File: src/design/ovle_pkg.sv
`timescale 1ns / 1ps
// ----------------------------------------------------------------------------
// ovle_pkg
// Shared types, widths and codes for the ordered value list engine.
// ----------------------------------------------------------------------------
package ovle_pkg;

  localparam int CAPACITY = 16;

  // field widths
  localparam int OP_W   = 3;
  localparam int POS_W  = 5;
  localparam int VAL_W  = 32;
  localparam int STAT_W = 3;

  // entry count holds 0..CAPACITY, cell index 0..CAPACITY-1
  localparam int CNT_W = $clog2(CAPACITY + 1);
  localparam int IDX_W = (CAPACITY > 1) ? $clog2(CAPACITY) : 1;
  // compare width: wide enough for position, count and count + 1
  localparam int CW = ((CNT_W > POS_W) ? CNT_W : POS_W) + 1;

  // ops
  localparam logic [OP_W-1:0] OP_APPEND   = 3'd0;
  localparam logic [OP_W-1:0] OP_INSERT   = 3'd1;
  localparam logic [OP_W-1:0] OP_DELETE   = 3'd2;
  localparam logic [OP_W-1:0] OP_FIND     = 3'd3;
  localparam logic [OP_W-1:0] OP_TRAVERSE = 3'd4;
  localparam logic [OP_W-1:0] OP_CLEAR    = 3'd5;

  // status codes
  localparam logic [STAT_W-1:0] ST_OK        = 3'd0;
  localparam logic [STAT_W-1:0] ST_NOT_FOUND = 3'd1;
  localparam logic [STAT_W-1:0] ST_FULL      = 3'd2;
  localparam logic [STAT_W-1:0] ST_BAD_POS   = 3'd3;
  localparam logic [STAT_W-1:0] ST_EMPTY     = 3'd4;

  // cell commands
  typedef logic [1:0] cell_cmd_t;
  localparam cell_cmd_t CELL_HOLD       = 2'd0;
  localparam cell_cmd_t CELL_LOAD       = 2'd1;
  localparam cell_cmd_t CELL_TAKE_LEFT  = 2'd2;
  localparam cell_cmd_t CELL_TAKE_RIGHT = 2'd3;

  typedef struct packed {
    cell_cmd_t cmd;
    logic      active;  // cell lies inside the list
  } cell_ctrl_t;

endpackage

File: src/design/ovle_if.sv
`timescale 1ns / 1ps
// ----------------------------------------------------------------------------
// ovle_in_if / ovle_out_if
// Valid/ready channels for list commands and list results.
// ----------------------------------------------------------------------------
interface ovle_in_if;
  import ovle_pkg::*;
  logic                     valid;
  logic                     ready;
  logic [OP_W-1:0]          op;
  logic [POS_W-1:0]         position;
  logic signed [VAL_W-1:0]  value;

  modport source (output valid, output op, output position, output value, input ready);
  modport sink   (input valid, input op, input position, input value, output ready);
endinterface

interface ovle_out_if;
  import ovle_pkg::*;
  logic                     valid;
  logic                     ready;
  logic [STAT_W-1:0]        status;
  logic [POS_W-1:0]         found_position;
  logic signed [VAL_W-1:0]  entry_value;
  logic                     last;

  modport source (output valid, output status, output found_position,
                  output entry_value, output last, input ready);
  modport sink   (input valid, input status, input found_position,
                  input entry_value, input last, output ready);
endinterface

File: src/design/ovle_cell.sv
`timescale 1ns / 1ps
// ----------------------------------------------------------------------------
// ovle_cell
// One list slot: holds a value, shifts to/from neighbors, compares to a key.
// ----------------------------------------------------------------------------
module ovle_cell import ovle_pkg::*; (
  input  logic                    clk,
  input  cell_ctrl_t              ctrl,
  input  logic signed [VAL_W-1:0] new_data,
  input  logic signed [VAL_W-1:0] left_data,
  input  logic signed [VAL_W-1:0] right_data,
  input  logic signed [VAL_W-1:0] key,
  output logic signed [VAL_W-1:0] value,
  output logic                    hit
);

  logic signed [VAL_W-1:0] value_r;
  logic signed [VAL_W-1:0] value_nxt;

  always_comb begin
    case (ctrl.cmd)
      CELL_LOAD:       value_nxt = new_data;
      CELL_TAKE_LEFT:  value_nxt = left_data;
      CELL_TAKE_RIGHT: value_nxt = right_data;
      default:         value_nxt = value_r;
    endcase
  end

  always_ff @(posedge clk) begin
    value_r <= value_nxt;
  end

  assign value = value_r;
  assign hit   = ctrl.active && (value_r == key);

endmodule

File: src/design/ordered_value_list_engine_core.sv
`timescale 1ns / 1ps
// ----------------------------------------------------------------------------
// ordered_value_list_engine_core
// Positional list of signed values: append, insert, delete, find, traverse,
// clear, built as a row of shifting cells.
// ----------------------------------------------------------------------------
// Usage: append, insert, delete, find and clear each give exactly one result
// transaction; the parallel compare in every cell settles find and the
// neighbor shifts settle insert and delete. A traverse of a list of N
// entries streams N results, one per cycle unless the output is stalled,
// by rotating the cell row left one slot per result, so the list is intact
// when the last result goes out; an empty list gives one list-empty result.
// One command is in flight at a time: a new command is taken when no
// traverse is streaming and the output register is free or being drained.
// Entry storage has no reset; only slots below the entry count are read.
// ----------------------------------------------------------------------------
module ordered_value_list_engine_core import ovle_pkg::*; (
  input  logic              clk,
  input  logic              rst_n,
  ovle_in_if.sink           in_ch,
  ovle_out_if.source        out_ch
);

  localparam logic S_IDLE = 1'b0;
  localparam logic S_TRAV = 1'b1;

  // control state
  logic             state_r,     state_nxt;
  logic [CNT_W-1:0] count_r,     count_nxt;
  logic [IDX_W-1:0] trav_idx_r,  trav_idx_nxt;
  logic             out_valid_r, out_valid_nxt;

  // output payload
  logic [STAT_W-1:0]       out_status_r, out_status_nxt;
  logic [POS_W-1:0]        out_pos_r,    out_pos_nxt;
  logic signed [VAL_W-1:0] out_value_r,  out_value_nxt;
  logic                    out_last_r,   out_last_nxt;

  // cell row
  cell_ctrl_t              cell_ctrl [CAPACITY];
  logic signed [VAL_W-1:0] cell_val  [CAPACITY];
  logic [CAPACITY-1:0]     cell_hit;
  logic signed [VAL_W-1:0] new_data;

  logic out_free, in_fire, emit;
  logic [CW-1:0] pos_w, cnt_w, ppos_w;
  logic full, pos_ins_ok, pos_del_ok;
  logic do_append, do_insert, do_delete;
  logic trav_last;
  logic [CW-1:0] trav_pos_w;

  // find: first matching cell
  logic             find_hit;
  logic [IDX_W-1:0] find_idx;
  logic [CW-1:0]    find_pos_w;

  assign out_free = !out_valid_r || out_ch.ready;
  assign in_ch.ready = (state_r == S_IDLE) && out_free;
  assign in_fire = in_ch.valid && in_ch.ready;
  assign emit = (state_r == S_TRAV) && out_free;

  assign pos_w  = CW'(in_ch.position);
  assign cnt_w  = CW'(count_r);
  assign ppos_w = pos_w - CW'(1);
  assign full   = (count_r == CNT_W'(CAPACITY));
  assign pos_ins_ok = (pos_w != '0) && (pos_w <= cnt_w + CW'(1));
  assign pos_del_ok = (pos_w != '0) && (pos_w <= cnt_w);

  assign do_append = in_fire && (in_ch.op == OP_APPEND) && !full;
  assign do_insert = in_fire && (in_ch.op == OP_INSERT) && pos_ins_ok && !full;
  assign do_delete = in_fire && (in_ch.op == OP_DELETE) && (count_r != '0) && pos_del_ok;

  assign trav_last  = (CW'(trav_idx_r) + CW'(1)) == cnt_w;
  assign trav_pos_w = CW'(trav_idx_r) + CW'(1);

  // during traverse the head value wraps into the tail slot
  assign new_data = emit ? cell_val[0] : in_ch.value;

  always_comb begin
    find_hit = 1'b0;
    find_idx = '0;
    for (int i = CAPACITY - 1; i >= 0; i--) begin
      if (cell_hit[i]) begin
        find_hit = 1'b1;
        find_idx = IDX_W'(i);
      end
    end
  end
  assign find_pos_w = CW'(find_idx) + CW'(1);

  // per-cell command decode and the chain itself
  for (genvar gi = 0; gi < CAPACITY; gi++) begin : g_cell
    localparam logic [CW-1:0] IDX = CW'(gi);
    logic signed [VAL_W-1:0] left_data;
    logic signed [VAL_W-1:0] right_data;

    if (gi == 0) begin : g_head
      assign left_data = cell_val[gi];
    end else begin : g_body
      assign left_data = cell_val[gi-1];
    end
    if (gi == CAPACITY - 1) begin : g_tail
      assign right_data = cell_val[gi];
    end else begin : g_inner
      assign right_data = cell_val[gi+1];
    end

    always_comb begin
      cell_ctrl[gi].active = (IDX < cnt_w);
      cell_ctrl[gi].cmd    = CELL_HOLD;
      if (do_append && (IDX == cnt_w)) begin
        cell_ctrl[gi].cmd = CELL_LOAD;
      end
      if (do_insert) begin
        if (IDX == ppos_w) begin
          cell_ctrl[gi].cmd = CELL_LOAD;
        end else if ((IDX > ppos_w) && (IDX <= cnt_w)) begin
          cell_ctrl[gi].cmd = CELL_TAKE_LEFT;
        end
      end
      if (do_delete && (IDX >= ppos_w) && (IDX + CW'(1) < cnt_w)) begin
        cell_ctrl[gi].cmd = CELL_TAKE_RIGHT;
      end
      if (emit) begin
        if (IDX + CW'(1) < cnt_w) begin
          cell_ctrl[gi].cmd = CELL_TAKE_RIGHT;
        end else if (IDX + CW'(1) == cnt_w) begin
          cell_ctrl[gi].cmd = CELL_LOAD;
        end
      end
    end

    ovle_cell u_cell (
      .clk        (clk),
      .ctrl       (cell_ctrl[gi]),
      .new_data   (new_data),
      .left_data  (left_data),
      .right_data (right_data),
      .key        (in_ch.value),
      .value      (cell_val[gi]),
      .hit        (cell_hit[gi])
    );
  end

  // command sequencing and result formation
  always_comb begin
    state_nxt      = state_r;
    count_nxt      = count_r;
    trav_idx_nxt   = trav_idx_r;
    out_valid_nxt  = out_valid_r;
    out_status_nxt = out_status_r;
    out_pos_nxt    = out_pos_r;
    out_value_nxt  = out_value_r;
    out_last_nxt   = out_last_r;

    if (out_free) begin
      out_valid_nxt = 1'b0;
    end

    if (in_fire) begin
      // default single-result shape
      out_valid_nxt  = 1'b1;
      out_status_nxt = ST_OK;
      out_pos_nxt    = '0;
      out_value_nxt  = '0;
      out_last_nxt   = 1'b1;
      case (in_ch.op)
        OP_APPEND: begin
          if (full) begin
            out_status_nxt = ST_FULL;
          end else begin
            count_nxt = count_r + CNT_W'(1);
          end
        end
        OP_INSERT: begin
          if (!pos_ins_ok) begin
            out_status_nxt = ST_BAD_POS;
          end else if (full) begin
            out_status_nxt = ST_FULL;
          end else begin
            count_nxt = count_r + CNT_W'(1);
          end
        end
        OP_DELETE: begin
          if (count_r == '0) begin
            out_status_nxt = ST_EMPTY;
          end else if (!pos_del_ok) begin
            out_status_nxt = ST_BAD_POS;
          end else begin
            count_nxt = count_r - CNT_W'(1);
          end
        end
        OP_FIND: begin
          if (find_hit) begin
            out_pos_nxt   = find_pos_w[POS_W-1:0];
            out_value_nxt = in_ch.value;
          end else begin
            out_status_nxt = ST_NOT_FOUND;
          end
        end
        OP_TRAVERSE: begin
          if (count_r == '0) begin
            out_status_nxt = ST_EMPTY;
          end else begin
            // results stream from the traverse state
            out_valid_nxt = 1'b0;
            state_nxt     = S_TRAV;
            trav_idx_nxt  = '0;
          end
        end
        OP_CLEAR: begin
          count_nxt = '0;
        end
        default: begin
        end
      endcase
    end

    if (emit) begin
      out_valid_nxt  = 1'b1;
      out_status_nxt = ST_OK;
      out_pos_nxt    = trav_pos_w[POS_W-1:0];
      out_value_nxt  = cell_val[0];
      out_last_nxt   = trav_last;
      trav_idx_nxt   = trav_idx_r + IDX_W'(1);
      if (trav_last) begin
        state_nxt = S_IDLE;
      end
    end
  end

  always_ff @(posedge clk) begin
    if (!rst_n) begin
      state_r     <= S_IDLE;
      count_r     <= '0;
      trav_idx_r  <= '0;
      out_valid_r <= 1'b0;
    end else begin
      state_r     <= state_nxt;
      count_r     <= count_nxt;
      trav_idx_r  <= trav_idx_nxt;
      out_valid_r <= out_valid_nxt;
    end
  end

  always_ff @(posedge clk) begin
    out_status_r <= out_status_nxt;
    out_pos_r    <= out_pos_nxt;
    out_value_r  <= out_value_nxt;
    out_last_r   <= out_last_nxt;
  end

  assign out_ch.valid          = out_valid_r;
  assign out_ch.status         = out_status_r;
  assign out_ch.found_position = out_pos_r;
  assign out_ch.entry_value    = out_value_r;
  assign out_ch.last           = out_last_r;

  // list never grows past the cell row
  a_count_bound: assert property (@(posedge clk) disable iff (!rst_n)
    count_r <= CNT_W'(CAPACITY))
    else $error("entry count exceeds capacity");

  // a traverse only runs over a non-empty list
  a_trav_nonempty: assert property (@(posedge clk) disable iff (!rst_n)
    (state_r == S_TRAV) |-> (count_r != '0))
    else $error("traverse running on empty list");

  // rotation must not change the list length
  a_trav_count_stable: assert property (@(posedge clk) disable iff (!rst_n)
    (state_r == S_TRAV) |=> $stable(count_r))
    else $error("entry count changed during traverse");

  // the final traverse transaction returns control to idle, marked last
  a_trav_end: assert property (@(posedge clk) disable iff (!rst_n)
    (emit && trav_last) |=> ((state_r == S_IDLE) && out_last_r && out_valid_r))
    else $error("traverse did not close on its last entry");

endmodule
File: src/flat_wrapper.sv
// flat-port wrapper written by rule: the top's interface ports become plain ports
module ordered_value_list_engine_core_flat import ovle_pkg::*;
  (clk, rst_n, in_ch_valid, in_ch_op, in_ch_position, in_ch_value, in_ch_ready, out_ch_valid, out_ch_status, out_ch_found_position, out_ch_entry_value, out_ch_last, out_ch_ready);
  ovle_in_if in_ch_i ();
  ovle_out_if out_ch_i ();
  input  logic clk;
  input  logic rst_n;
  input wire logic [$bits(in_ch_i.valid)-1:0] in_ch_valid;
  input wire logic [$bits(in_ch_i.op)-1:0] in_ch_op;
  input wire logic [$bits(in_ch_i.position)-1:0] in_ch_position;
  input wire logic [$bits(in_ch_i.value)-1:0] in_ch_value;
  output wire logic [$bits(in_ch_i.ready)-1:0] in_ch_ready;
  output wire logic [$bits(out_ch_i.valid)-1:0] out_ch_valid;
  output wire logic [$bits(out_ch_i.status)-1:0] out_ch_status;
  output wire logic [$bits(out_ch_i.found_position)-1:0] out_ch_found_position;
  output wire logic [$bits(out_ch_i.entry_value)-1:0] out_ch_entry_value;
  output wire logic [$bits(out_ch_i.last)-1:0] out_ch_last;
  input wire logic [$bits(out_ch_i.ready)-1:0] out_ch_ready;
  assign in_ch_i.valid = in_ch_valid;
  assign in_ch_i.op = in_ch_op;
  assign in_ch_i.position = in_ch_position;
  assign in_ch_i.value = in_ch_value;
  assign in_ch_ready = in_ch_i.ready;
  assign out_ch_valid = out_ch_i.valid;
  assign out_ch_status = out_ch_i.status;
  assign out_ch_found_position = out_ch_i.found_position;
  assign out_ch_entry_value = out_ch_i.entry_value;
  assign out_ch_last = out_ch_i.last;
  assign out_ch_i.ready = out_ch_ready;
  ordered_value_list_engine_core u_core (.clk(clk), .rst_n(rst_n), .in_ch(in_ch_i), .out_ch(out_ch_i));
endmodule
File: config.mk
export PLATFORM = sky130hd
export DESIGN_NAME = ordered_value_list_engine_core_flat
export DESIGN_NICKNAME = d
export VERILOG_FILES = /design/src/design/ovle_pkg.sv /design/src/design/ovle_if.sv /design/src/design/ovle_cell.sv /design/src/design/ordered_value_list_engine_core.sv /design/src/flat_wrapper.sv
export SDC_FILE = /design/constraint.sdc
export NUM_CORES = 1
export LEC_CHECK = 0
export ABC_AREA = 0
export BUFFER_PORTS_ARGS = -buffer_cell sky130_fd_sc_hd__clkbuf_2
export CAP_MARGIN = 10
export CORE_MARGIN = 1
export CORE_UTILIZATION = 28
export CTS_BUF_LIST = sky130_fd_sc_hd__clkbuf_2 sky130_fd_sc_hd__clkbuf_4 sky130_fd_sc_hd__clkbuf_8
export DETAILED_ROUTE_END_ITERATION = 16
export HOLD_SLACK_MARGIN = 0.1
export PLACE_DENSITY_LB_ADDON = 0.2
export SLEW_MARGIN = 10
export SYNTH_ARGS = -nofsm -noshare
export SYNTH_HDL_FRONTEND = slang
export SYNTH_SLANG_ARGS = --single-unit
File: constraint.sdc
create_clock -name clk -period 14.8 [get_ports clk]
set_input_delay 2.96 -clock clk [delete_from_list [all_inputs] [get_ports clk]]
set_output_delay 2.96 -clock clk [all_outputs]
set_load 0.01 [all_outputs]
==> summary.md, run 1 <==
| Metric | Value |
|---|---|
| Count of input and output buffers | 86 |
| Slew HR | 0.2376 |
| CP Launch Type | input pin |
| Cell types with the highest counts after synthesis | 550 x edfxtp_1, 449 x nand2_1, 418 x xnor2_1 |
| CTS buffer count | 101 |
| Initial Utilization | 0.2833 |
| RSZ-0062 raised after global routing | no |
| Die height | 361.9 microns |
| R2r startpoint | u_core.count_r[1]$_SDFFE_PN0P_ |
| Uppermost routed layer | met5 |
| Gr ovfl total | 0 |
| Largest net degree at the start of global routing | 66 |
| Final setup vio count | 0 |
| Number of global-route vias before repair | 31,240 |
| Netlist cell types | 79 |
| WHS Path Cells | 2 |
| Vias per cell | 5.979 |
| Standard-cell rows | 131 |
| Post-synthesis sequential area ratio | 0.4632 |
| Initial DRC count | 5,003 |
| Max_cap viols | 0 |
| FMAX | 0.1447 GHz |
| Net Count, Synth | 3,749 |
| Post-place setup slack | 7.076 ns |
| PD cells | 93.34 mW/mm^2 |
| Most frequent cell after synthesis | edfxtp_1 |
| TritonCTS Sinks | 564 |
| Met2 wire len | 76.05 mm |
| Final worst path period need | 6.912 ns |
| Post-detail-place hpwl | 128.2 mm |
| First-pass GRT wire length | 251.6 mm |
| Die area | 0.1310 sq mm |
| Yosys top cell area share | 0.4554 |
| R2r setup slk | 8.82 ns |
| Total Wirelength | 183.3 mm |
| Pin slew with the least headroom to its limit | 1.144 ns |
| Yosys top cell by area | edfxtp_1 |
| Design Power | 3.823 mW |
| Leakage power | 12.54 nW |
| Syn Std Cell Area | 0.03626 sq mm |
| Die width | 361.9 microns |
| Hold path endpoint | u_core.out_ch.status[1]$_SDFFE_PP0P_ |
| Synth-to-layout area growth | 12.95% |
| Worst-Skew Late Latency | 0.83 ns |
| Drc violations | 0 |
| Hold-fix buffers, CTS | 0 |
| Crit end category | flip-flop |
| First-pass iteration count of the detailed router | 9 |
| Period utilization | 0.4670 |
| # nets final | 3,761 |
| Final Max Slew Viols | 0 |
| Antenna viol nets, final | 0 |
| Seq cells post-synth | 564 |
| Area contributors post-synth | edfxtp_1 46%, xnor2_1 10%, nand2_1 4.6% |
| Setup slack after layout | 7.888 ns |
| Mapped Cells | 3,684 |
| Fraction of registers with async set/reset | 0 |
| Status | completed |
| Via count | 32,910 |
| Core area | 0.1280 sq mm |
| CTS clock-pin slew for the worst setup and hold paths | 0.06 ns |
| Post-CTS Setup Bufs | 0 |
| Max Buffers Root-to-Sink | 3 |
| Layout cells sized above 1 | 0.1323 |
| WL per Instance | 33.29 microns |
| Tot GR Track Use | 0.2716 |
| WL met3 | 18.75 mm |
| Avg Cell Area, Syn | 9.844 sq um |
| Crit Path Category | in2reg |
| Critical Path RT | 15.27 ns |
| Clk root buf | clkbuf_8 |
| Top_reg_cell synth | edfxtp_1 |
| # H-tree levels | 3 |
| # resized after CTS | 0 |
| Final setup TNS | 0 ns |
| Largest fanout on the critical path | 33 |
| Cells on worst reg2reg path | 16 |
| Post-Route Skew | 0.03692 ns |
| R2R Path End | u_core.g_cell[5].u_cell.value[21]$_DFFE_PP_ |
| Post-synth EDFFs | 550 |
| Hold Startpoint | u_core.out_ch.status[1]$_SDFFE_PP0P_ |
| Metal1 wirelength | 79.76 mm |
| Initial antenna violation count | 2 |
| CP arrival | 7.38 ns |
| Final hold viol count | 0 |
| TritonCTS clock tree | yes |
| Yosys warning count | 0 |
| Worst Hold Class | reg2reg |
| GPL Wtd Cong | 0.9569 |
| Max VDD drop | 0.06297 mV |
| Io pins | 87 |
-- kinds of logic (layout without fill, tap and decap cells) --
logic type / Yosys count / in the layout / synth area share
flops: 564 / 564 / 0.4632
fa+ha+maj: 21 / 21 / 0.007246
xor+xnor: 522 / 522 / 0.1261
compound gates: 873 / 873 / 0.1733
buf+inv: 370 / 459 / 0.04123
other cells: 0 / 2 / 0
simple gates: 1269 / 1269 / 0.1710
mux: 65 / 65 / 0.01794
-- how the worst max path moves through the flow --
stage | start | endpoint | slack, ns | depth (start not counted)
after floorplan | in_ch_position[1] | u_core.g_cell[11].u_cell.value[0]$_DFFE_PP_ | 8.33 | 11
after global placement | in_ch_position[0] | u_core.g_cell[13].u_cell.value[25]$_DFFE_PP_ | 7.09 | 13
after detailed placement | in_ch_position[0] | u_core.g_cell[13].u_cell.value[25]$_DFFE_PP_ | 7.08 | 13
after CTS | in_ch_position[0] | u_core.g_cell[13].u_cell.value[11]$_DFFE_PP_ | 7.95 | 13
after global routing | in_ch_position[0] | u_core.g_cell[3].u_cell.value[13]$_DFFE_PP_ | 7.56 | 13
final | in_ch_position[0] | u_core.g_cell[3].u_cell.value[13]$_DFFE_PP_ | 7.89 | 13
-- cell type report --
class                   count  area [sq um]
diodes                      2         5.005
clock buffers             146          1753
clock inverters            34         203.9
fillers                 13270         87050
inverters                  54         202.7
multi-input cells        2750         18360
flip-flops and latches    564         16800
well taps                1729          2163
repair buffers            225          1478
-- registers in the layout, summed over array words and instances (netlist names), 3 cells and up --
| register | cells |
|---|---|
| u_core.g_cell.u_cell.value | 512 |
| u_core.out_ch.entry_value | 32 |
| u_core.count_r | 5 |
| u_core.out_ch.found_position | 5 |
| u_core.trav_idx_r | 4 |
| u_core.out_ch.status | 3 |
-- critical path, stage by stage --
cell,delay (ns)
clkbuf_2,0.25
inv_1,0.21
ha_1,0.50
nor2_1,0.28
nand3_1,0.13
a21oi_1,0.50
nand4_1,0.37
or3_1,0.46
buf_4,0.25
nor2b_2,0.20
buf_4,0.26
nand2b_1,0.57
buf_4,0.39
-- placed cells by master (no fill, tap or decap), types with 10 or more instances in the layout --
| cell | Yosys | layout |
|---|---|---|
| clkbuf_4 | 0 | 41 |
| o21ai_0 | 152 | 151 |
| buf_4 | 4 | 138 |
| mux2i_2 | 0 | 21 |
| nand3_1 | 138 | 138 |
| clkbuf_2 | 0 | 86 |
| a22oi_1 | 131 | 131 |
| clkinv_1 | 1 | 25 |
| o211ai_1 | 162 | 162 |
| and3_1 | 12 | 12 |
| edfxtp_1 | 550 | 550 |
| o221a_2 | 34 | 34 |
| nand4b_1 | 17 | 17 |
| a2bb2oi_1 | 65 | 65 |
| o22ai_1 | 20 | 17 |
| mux2i_1 | 65 | 34 |
| nand4_1 | 155 | 155 |
| nand3b_1 | 37 | 37 |
| ha_1 | 21 | 20 |
| a221o_1 | 67 | 67 |
| nand2_1 | 449 | 449 |
| a22o_1 | 34 | 34 |
| nor2_1 | 243 | 238 |
| nor3_1 | 33 | 32 |
| inv_1 | 53 | 52 |
| dfxtp_1 | 14 | 14 |
| clkbuf_8 | 0 | 105 |
| nand2b_1 | 30 | 29 |
| mux2i_4 | 0 | 10 |
| nor2b_1 | 14 | 12 |
| xor2_1 | 104 | 104 |
| and2_1 | 12 | 11 |
| xnor2_1 | 418 | 418 |
| a21oi_1 | 133 | 131 |
| nor4_1 | 72 | 71 |
-- per-stage QoR --
stage / instance area [sq um] / utilization / instances / hold WS (ns)
2_1_floorplan: 36260 / - / 3684 / 0.4625
3_3_place_gp: 38990 / 0.3046 / 5321 / 0.4480
3_5_place_dp: 38990 / 0.3046 / 5321 / 0.4730
4_1_cts: 40940 / 0.3198 / 5501 / 0.4816
5_1_grt: 40960 / 0.3200 / 5503 / 0.5047
6_report: 40960 / 0.3200 / 5504 / 0.4821
-- layer usage --
layer	global-route usage	vias up
li1	-	13840
met1	0.3901	16560
met2	0.3875	2141
met3	0.05494	360
met4	0.1246	2
met5	0	-
-- power by group --
group          total (mW)  internal [mW]  switching [mW]
combinational       0.497          0.155           0.342
clock                1.52          0.789           0.734
sequential           1.80           1.78          0.0226
total                3.82           2.72            1.10
(Power assumes the default switching activity.)
==> run 2: changes to the inputs <==
Settings changed: ABC_AREA 0 to 1.
Clock period 14.8 ns to 6.1 ns, I/O delays scaled along.
==> summary.md, run 2 <==
| Metric | Value |
|---|---|
| Synth-to-layout area growth | 12.59% |
| Post-Route Skew | 0.04149 ns |
| Gr ovfl total | 0 |
| Yosys top cell by area | edfxtp_1 |
| Hold-fix buffers, CTS | 0 |
| Period utilization | 0.8053 |
| Final non-filler cell total | 6,386 |
| Most frequent cell after synthesis | nand2_1 |
| Leakage power | 17.25 nW |
| FMAX | 0.2036 GHz |
| WL per Instance | 29.55 microns |
| Layout cells sized above 1 | 0.09689 |
| # resized after CTS | 0 |
| Status | completed |
| CTS clock-pin slew for the worst setup and hold paths | 0.06 ns |
| Filler cell count | 14,180 |
| Slowest stage delay, CP | 0.78 ns |
| Die height | 367.8 microns |
| Pin slew with the least headroom to its limit | 1.168 ns |
| Max Buffers Root-to-Sink | 3 |
| Fraction of registers with async set/reset | 0 |
| Top_reg_cell synth | edfxtp_1 |
| Antenna viol nets, final | 0 |
| Post-detail-place hpwl | 150.8 mm |
| First-pass GRT wire length | 258.6 mm |
| Count of input and output buffers | 86 |
| Post-synth EDFFs | 550 |
| Net Count, Synth | 4,523 |
| Commonest non-fill, non-tap cells in the layout | 1,121 x nand2_1, 608 x inv_1, 550 x edfxtp_1 |
| Seq cells post-synth | 564 |
| Largest fanout on the critical path | 33 |
| Placed inst area | 0.04003 sq mm |
| Critical path's most frequent cell | inv_1 |
| Clk root buf | clkbuf_8 |
| Worst-Skew Late Latency | 0.82 ns |
| Initial antenna violation count | 7 |
| Final worst path period need | 4.912 ns |
| TritonCTS Sinks | 564 |
| Worst path buffer plus inverter count | 7 |
| Drc violations | 0 |
| Area contributors post-synth | edfxtp_1 44%, nand2_1 11%, o221ai_1 8.6% |
| Worst Hold Class | reg2reg |
| Die width | 367.8 microns |
| CTS buffer count | 113 |
| Mapped Cells | 4,458 |
| Vias per cell | 5.482 |
| Cell types with the highest counts after synthesis | 1,122 x nand2_1, 610 x inv_1, 550 x edfxtp_1 |
| Syn Std Cell Area | 0.03746 sq mm |
| GPL Wtd Cong | 1.045 |
| Largest net degree at the start of global routing | 72 |
| Yosys warning count | 0 |
| Final Max Slew Viols | 0 |
| Final Cell Area | 0.04218 sq mm |
| Tot GR Track Use | 0.2699 |
| Initial DRC count | 4,289 |
| Initial Utilization | 0.2835 |
| Netlist cell types | 59 |
| CP Launch Type | flip-flop |
| # H-tree levels | 3 |
| Core area | 0.1321 sq mm |
| Final Hold Slack | 0.4752 ns |
| Family with the most delay on the worst path | buffers and inverters |
| Critical Path RT | 6.73 ns |
| Max VDD drop | 0.1596 mV |
| Commonest non-fill, non-tap cell in the layout | nand2_1 |
| First-pass iteration count of the detailed router | 8 |
| Io pins | 87 |
| Worst path cell trace | inv_1 -> ha_1 -> inv_1 -> ha_1 -> inv_1 -> o21bai_1 -> a21oi_1 -> o21bai_1 -> a21oi_1 -> o21a_1 -> nand2_2 -> inv_2 -> buf_4 -> nand4_1 -> buf_4 -> nand3_1 -> inv_1 -> nand2_1 -> o221ai_1 |
| Crit Path Category | reg2reg |
| # nets final | 4,601 |
| Number of global-route vias before repair | 33,490 |
| Slew HR | 0.2214 |
| Final hold viol count | 0 |
| Yosys top cell area share | 0.4408 |
| Final setup TNS | 0 ns |
| Die area | 0.1353 sq mm |
| Total Wirelength | 188.7 mm |
| Crit end category | flip-flop |
| CP arrival | 5.54 ns |
| RSZ-0062 raised after global routing | no |
| Via count | 35,010 |
| TritonCTS clock tree | yes |
| Inst Count DP | 6,176 |
| Number of flip-flops in the largest register | 512 |
| PD cells | 270.7 mW/mm^2 |
| Avg Cell Area, Syn | 8.404 sq um |
| Post-synthesis sequential area ratio | 0.4483 |
| Standard-cell rows | 133 |
| Final setup vio count | 0 |
| Max_cap viols | 0 |
| Crit-path slowest cell | inv_1 |
| Post-CTS Setup Bufs | 0 |
[run 2: cell types whose count changed after synthesis, moves of 67 or more]
cell / delta
inv_1: +557
nand2_1: +673
a22oi_1: -131
buf_2: +85
nand3_1: +83
a21oi_1: -106
a221o_1: -67
xnor2_1: -182
clkbuf_1: -118
o221ai_1: +361
o211ai_1: -90
[run 2: worst reg2reg max path, cell delays in order (launching register included)]
cell and delay (ns):
dfxtp_1 0.58, inv_1 0.30, ha_1 0.41, inv_1 0.05
ha_1 0.26, inv_1 0.05, o21bai_1 0.12, a21oi_1 0.08
o21bai_1 0.12, a21oi_1 0.09, o21a_1 0.21, nand2_2 0.26
inv_2 0.24, buf_4 0.25, nand4_1 0.12, buf_4 0.36
nand3_1 0.18, inv_1 0.78, nand2_1 0.15, o221ai_1 0.12
[run 2: cells by family after synthesis]
group / Yosys count / synth area share
AO/OA/AOI/OAI: 672 / 0.1352
XOR/XNOR: 379 / 0.08860
adder cells (fa/ha/maj): 21 / 0.007013
buffers and inverters: 894 / 0.09468
flip-flops: 564 / 0.4483
AND/OR/NAND/NOR: 1928 / 0.2262
[run 2: final timing paths]
path	startpoint	end	slack (ns)	cells after the start
max	u_core.count_r[0]$_SDFFE_PN0P_	u_core.g_cell[11].u_cell.value[23]$_DFFE_PP_	1.19	19
min	u_core.out_ch.status[2]$_SDFFE_PP0P_	u_core.out_ch.status[2]$_SDFFE_PP0P_	0.48	2
max reg2reg	u_core.count_r[0]$_SDFFE_PN0P_	u_core.g_cell[11].u_cell.value[23]$_DFFE_PP_	1.19	19
min reg2reg	u_core.out_ch.status[2]$_SDFFE_PP0P_	u_core.out_ch.status[2]$_SDFFE_PP0P_	0.48	2
[run 2: metal layers]
layer,track usage,part of all wire,vias to the layer above
li1,-,-,15720
met1,0.3472,0.41,17080
met2,0.4471,0.47,1825
met3,0.03756,0.072,382
met4,0.1230,0.050,2
met5,0,0.000069,-
[run 2: report_power, final]
group          internal [mW]  switching (mW)  total (mW)
Clock                   2.04            1.89        3.93
Sequential              4.68           0.171        4.85
Combinational          0.737            1.90        2.63
Total                   7.46            3.96        11.4
[run 2: per-stage QoR]
stage               total power [mW]    util  setup slack, ns
floorplan                      6.385       -            1.182
global route                   11.80  0.3192           0.7478
global placement               7.480  0.3030           0.9926
CTS                            11.40  0.3191            1.205
detailed placement             7.498  0.3030           0.8976
finish                         11.42  0.3193            1.188
[run 2: cell type report]
type,count,area [sq um],area share
Multi-Input combinational cell,3000,17150,0.4066
Sequential cell,564,16800,0.3982
Inverter,634,2380,0.05642
Tap cell,1755,2196,0.05206
Clock buffer,151,1859,0.04408
Timing Repair Buffer,223,1509,0.03577
Clock inverter,52,272.8,0.006466
Antenna cell,7,17.52,0.0004153
